$ cat src/rtl/core/bsst_pkg.sv
// ----------------------------------------------------------------------------
// bsst_pkg
// Shared types for the bounded set span tracker: the link between cells.
// ----------------------------------------------------------------------------
package bsst_pkg;

    localparam int unsigned KEY_W = 32;
    localparam int unsigned CAP_W = 7;

    // What one cell shows its neighbors.
    typedef struct packed {
        logic [KEY_W-1:0] val;  // stored key, offset binary
        logic             gt;   // occupied and stored key above the new key
        logic             occ;  // entry below the held count
    } link_t;

endpackage

$ cat src/rtl/core/bsst_cell.sv
// ----------------------------------------------------------------------------
// bsst_cell
// One slot of the sorted chain: holds a key, shifts right on insert, and
// registers its gap to the new key when it is the new key's neighbor.
// ----------------------------------------------------------------------------
module bsst_cell #(
    parameter int unsigned IDX = 0,
    parameter int unsigned CW  = 7
) (
    input  logic                         clk,
    input  logic                         load,     // beat accepted
    input  logic                         ins,      // beat accepted and stored
    input  logic [bsst_pkg::KEY_W-1:0]   key,
    input  logic [CW-1:0]                count,
    input  bsst_pkg::link_t              left,
    input  bsst_pkg::link_t              right,
    output bsst_pkg::link_t              self,
    output logic [bsst_pkg::KEY_W-1:0]   lo_gap,   // key minus predecessor
    output logic [bsst_pkg::KEY_W-1:0]   hi_gap    // successor minus key
);

    localparam logic [CW-1:0] MY_IDX = CW'(IDX);

    logic [bsst_pkg::KEY_W-1:0] val_reg;
    logic [bsst_pkg::KEY_W-1:0] val_next;
    logic [bsst_pkg::KEY_W-1:0] lo_gap_reg;
    logic [bsst_pkg::KEY_W-1:0] lo_gap_next;
    logic [bsst_pkg::KEY_W-1:0] hi_gap_reg;
    logic [bsst_pkg::KEY_W-1:0] hi_gap_next;
    logic                       occ;
    logic                       gt;
    logic                       at_end;
    logic                       is_pred;
    logic                       is_succ;

    always_comb
    begin
        occ     = (MY_IDX < count);
        gt      = occ && (val_reg > key);
        at_end  = (MY_IDX == count);
        // last held entry not above key, with next one above or empty
        is_pred = occ && !gt && (!right.occ || right.gt);
        // first entry above key
        is_succ = gt && !left.gt;

        val_next = val_reg;
        if (ins && (gt || at_end))
        begin
            val_next = left.gt ? left.val : key;
        end

        lo_gap_next = is_pred ? (key - val_reg) : '1;
        hi_gap_next = is_succ ? (val_reg - key) : '1;
    end

    always_ff @(posedge clk)
    begin
        val_reg <= val_next;
        if (load)
        begin
            lo_gap_reg <= lo_gap_next;
            hi_gap_reg <= hi_gap_next;
        end
    end

    assign self.val = val_reg;
    assign self.gt  = gt;
    assign self.occ = occ;
    assign lo_gap   = lo_gap_reg;
    assign hi_gap   = hi_gap_reg;

endmodule

$ cat config.mk
export PLATFORM = sky130hd
export DESIGN_NAME = bsst_cell
export DESIGN_NICKNAME = d
export VERILOG_FILES = /design/src/rtl/core/bsst_pkg.sv /design/src/rtl/core/bsst_cell.sv
export SDC_FILE = /design/constraint.sdc
export NUM_CORES = 1
export LEC_CHECK = 0
export BUFFER_PORTS_ARGS = -buffer_cell sky130_fd_sc_hd__buf_2
export CORE_ASPECT_RATIO = 0.7
export CORE_MARGIN = 3
export CORE_UTILIZATION = 50
export CTS_BUF_LIST = sky130_fd_sc_hd__clkbuf_8
export DETAILED_ROUTE_END_ITERATION = 16
export PLACE_DENSITY_LB_ADDON = 0.15
export SETUP_SLACK_MARGIN = 0.15
export SYNTH_ARGS = -nofsm -noshare
export SYNTH_HDL_FRONTEND = slang
export SYNTH_SLANG_ARGS = --single-unit
$ cat constraint.sdc
create_clock -name clk -period 12.8 [get_ports clk]
set_clock_uncertainty 0.1 [all_clocks]
set_input_delay 0.64 -clock clk [delete_from_list [all_inputs] [get_ports clk]]
set_output_delay 0.64 -clock clk [all_outputs]
set_load 0.005 [all_outputs]
==> impl_metrics.env <==
export IMPL_synth_seq_cells=96
export IMPL_status="finished clean"
export IMPL_ys_flop_type="edfxtp_1"
export IMPL_crit_type="reg2out"
export IMPL_cts_resized=0
export IMPL_fin_crit_sh_pct=31.84
export IMPL_antenna_cells=0
export IMPL_leakage_uw=0.003702
export IMPL_netlist_instances=788
export IMPL_final_setup_tns_ns=0
export IMPL_avgViaCountPerCell=5.629
export IMPL_post_cts_buffers=0
export IMPL_clock_path_buffers=2
export IMPL_cts_num_sinks=96
export IMPL_design_area_sq_um=8347
export IMPL_slew_viol_final=0
export IMPL_dieWidth_um=149.5
export IMPL_synth_distinct_cells=66
export IMPL_remaining_drc_errors=0
export IMPL_hold_class="in2reg"
export IMPL_vias=6344
export IMPL_clkLatencyLatePin_ns=0.38
export IMPL_ir_drop_mv=0.05186
export IMPL_drtIter0Drc=628
export IMPL_dieHeight_um=106.5
export IMPL_cts_buffers=9
export IMPL_fmax_mhz=245.4
export IMPL_path_max_fanout=14
export IMPL_cap_violations=0
export IMPL_required_ns=12.06
export IMPL_p_per_area_nw_per_um2=106.2
export IMPL_antenna_left=0
export IMPL_hold_buffers=0
export IMPL_layout_common_cells="buf_2 (174), nand2_1 (116), edfxtp_1 (96)"
export IMPL_slowest_stage="o21ai_2"
export IMPL_dpl_instance_area_sq_um=8134
export IMPL_antenna_found_initial=0
export IMPL_final_nets=1107
export IMPL_portBuffers=174
export IMPL_grt_usage_pct=24.57
export IMPL_pin_count=208
export IMPL_start_util_pct=51.47
export IMPL_critPathBufInv=1
export IMPL_dieArea_sq_um=15920
export IMPL_rsz0062_at_grt="no"
export IMPL_fillers=1309
export IMPL_endpoint_kind="output pin"
export IMPL_syn_avg_cell_area_sq_um=9.151
export IMPL_globalplace_congestion=0.9288
export IMPL_htree_levels=3
export IMPL_rows=36
export IMPL_drt_wl_total_um=19710
export IMPL_wl_per_cell_um=17.49
export IMPL_synthesis_area_sq_um=7211
export IMPL_utilization_pct=59.58
export IMPL_placed_cells=1111
export IMPL_max_stage_delay_ns=0.64
export IMPL_first_pass_iters=5
export IMPL_layout_drive_gt1_share_pct=22.63
export IMPL_worst_setup_path_start_kind="flip-flop"
export IMPL_cpMostUsedCell="a21o_1"
export IMPL_finalSetupViolations=0
export IMPL_crit_chain="ha_1, a21o_1, a21o_1, a221o_1, a211oi_2, o21ai_1, o21ai_2, a21oi_1, buf_2"
export IMPL_yosysSeqAreaShare_pct=39.98
export IMPL_grt_max_degree=66
export IMPL_grt_pass1_vias=5748
export IMPL_path_clk_slew_ns=0.10
export IMPL_post_route_min_period_ns=4.075
export IMPL_grt_pass1_wl_um=30590
export IMPL_synth_nets=963
export IMPL_async_reset_ff_share_pct=0
export IMPL_synth_warnings=0
export IMPL_cts_root_buf="clkbuf_8"
export IMPL_worst_slew_pin_slew_ns=1.058
export IMPL_cp_top_family="compound AO/OA/AOI/OAI gates"
export IMPL_cp_data_arrival_time_ns=3.34
export IMPL_stdcell_count=1127
export IMPL_cts_tree="yes"
export IMPL_hold_viol=0
export IMPL_worst_slew_margin_rel_pct=29.44
export IMPL_area_growth_pct=15.76
export IMPL_grt_overflow_total=0
export IMPL_dp_hpwl_um=15140
export IMPL_final_common_cell="buf_2"
export IMPL_synth_edf_count=96
export IMPL_design_core_area_sq_um=14010
per-stage QoR:
| stage | hold slack, ns | power, uW | worst slack [ns] |
|---|---|---|---|
| 2_1_floorplan | 0.6333 | 581.7 | 7.440 |
| 3_3_place_gp | 0.6863 | 669.9 | 8.748 |
| 3_5_place_dp | 0.7073 | 672.5 | 8.748 |
| 4_1_cts | 0.4189 | 887.8 | 8.713 |
| 5_1_grt | 0.4270 | 932.3 | 8.544 |
| 6_report | 0.4313 | 886.3 | 8.725 |
per-layer routing:
layer | global-route usage (%) | vias to the layer above | part of all wire, %
met5 | 0 | - | 0
met4 | 4.899 | 0 | 0.96
met3 | 3.835 | 22 | 9.5
met2 | 33.94 | 303 | 40
met1 | 40.15 | 2956 | 49
li1 | - | 3063 | -
tightest hold or removal path, delay by kind of cell:
family	cells	cell delay, ns
simple gates	1	0.04
compound gates	1	0.05
buf+inv	1	0.07
where the power goes:
part	switching [uW]	internal [uW]	total [uW]	leakage, uW
logic	171	110	280	0.00277
registers	10.5	379	390	0.000832
clock network	122	94.4	216	0.000104
cell usage after synthesis, drive strengths merged, types with 4 or more instances:
master,instances,area share [%]
xor2,20,2.4
and2,5,0.43
o21a,8,0.83
buf,21,1.8
nor3,29,2.0
nor2b,7,0.71
a21o,32,3.3
xnor2,21,2.6
inv,78,4.1
and3,7,0.61
a21oi,46,3.2
clkbuf,22,1.1
edfxtp,96,40
mux2i,9,1.2
nand4,8,0.69
o21bai,11,1.1
ha,63,11
nor4,5,0.43
a31oi,8,0.69
o211ai,4,0.42
o21ai,69,4.8
nand2,116,6.0
nor2,36,2.2
nand3,7,0.49
o31a,6,0.75
a211oi,6,0.83
layout make-up:
class	instances	area, sq um	area share (%)
Timing Repair Buffer	176	885.9	10.61
Tap cell	190	237.7	2.848
Inverter	78	292.8	3.508
Clock inverter	7	88.84	1.064
Clock buffer	9	123.9	1.484
Sequential cell	96	2883	34.54
Multi-Input combinational cell	571	3835	45.95
cells by family after synthesis:
kind of cell	count (synthesis)	synth area share [%]
buf+inv	121	6.993
compound gates	221	20.22
fa+ha+maj	65	11.49
mux	9	1.249
xor+xnor	41	4.980
flops	96	39.98
simple gates	235	15.10
path summary, 6_finish.rpt:
| kind | slack (ns) | to | depth (start not counted) | startpoint |
|---|---|---|---|---|
| hold / removal | 0.43 | val_reg[11] | 3 | left[13] |
| setup reg to reg | 9.02 | hi_gap[2] | 8 | val_reg[13] |
| setup / recovery | 8.72 | self[1] | 9 | val_reg[19] |
| hold reg to reg | 0.73 | lo_gap[1] | 2 | val_reg[1] |
(Power assumes the default switching activity.)
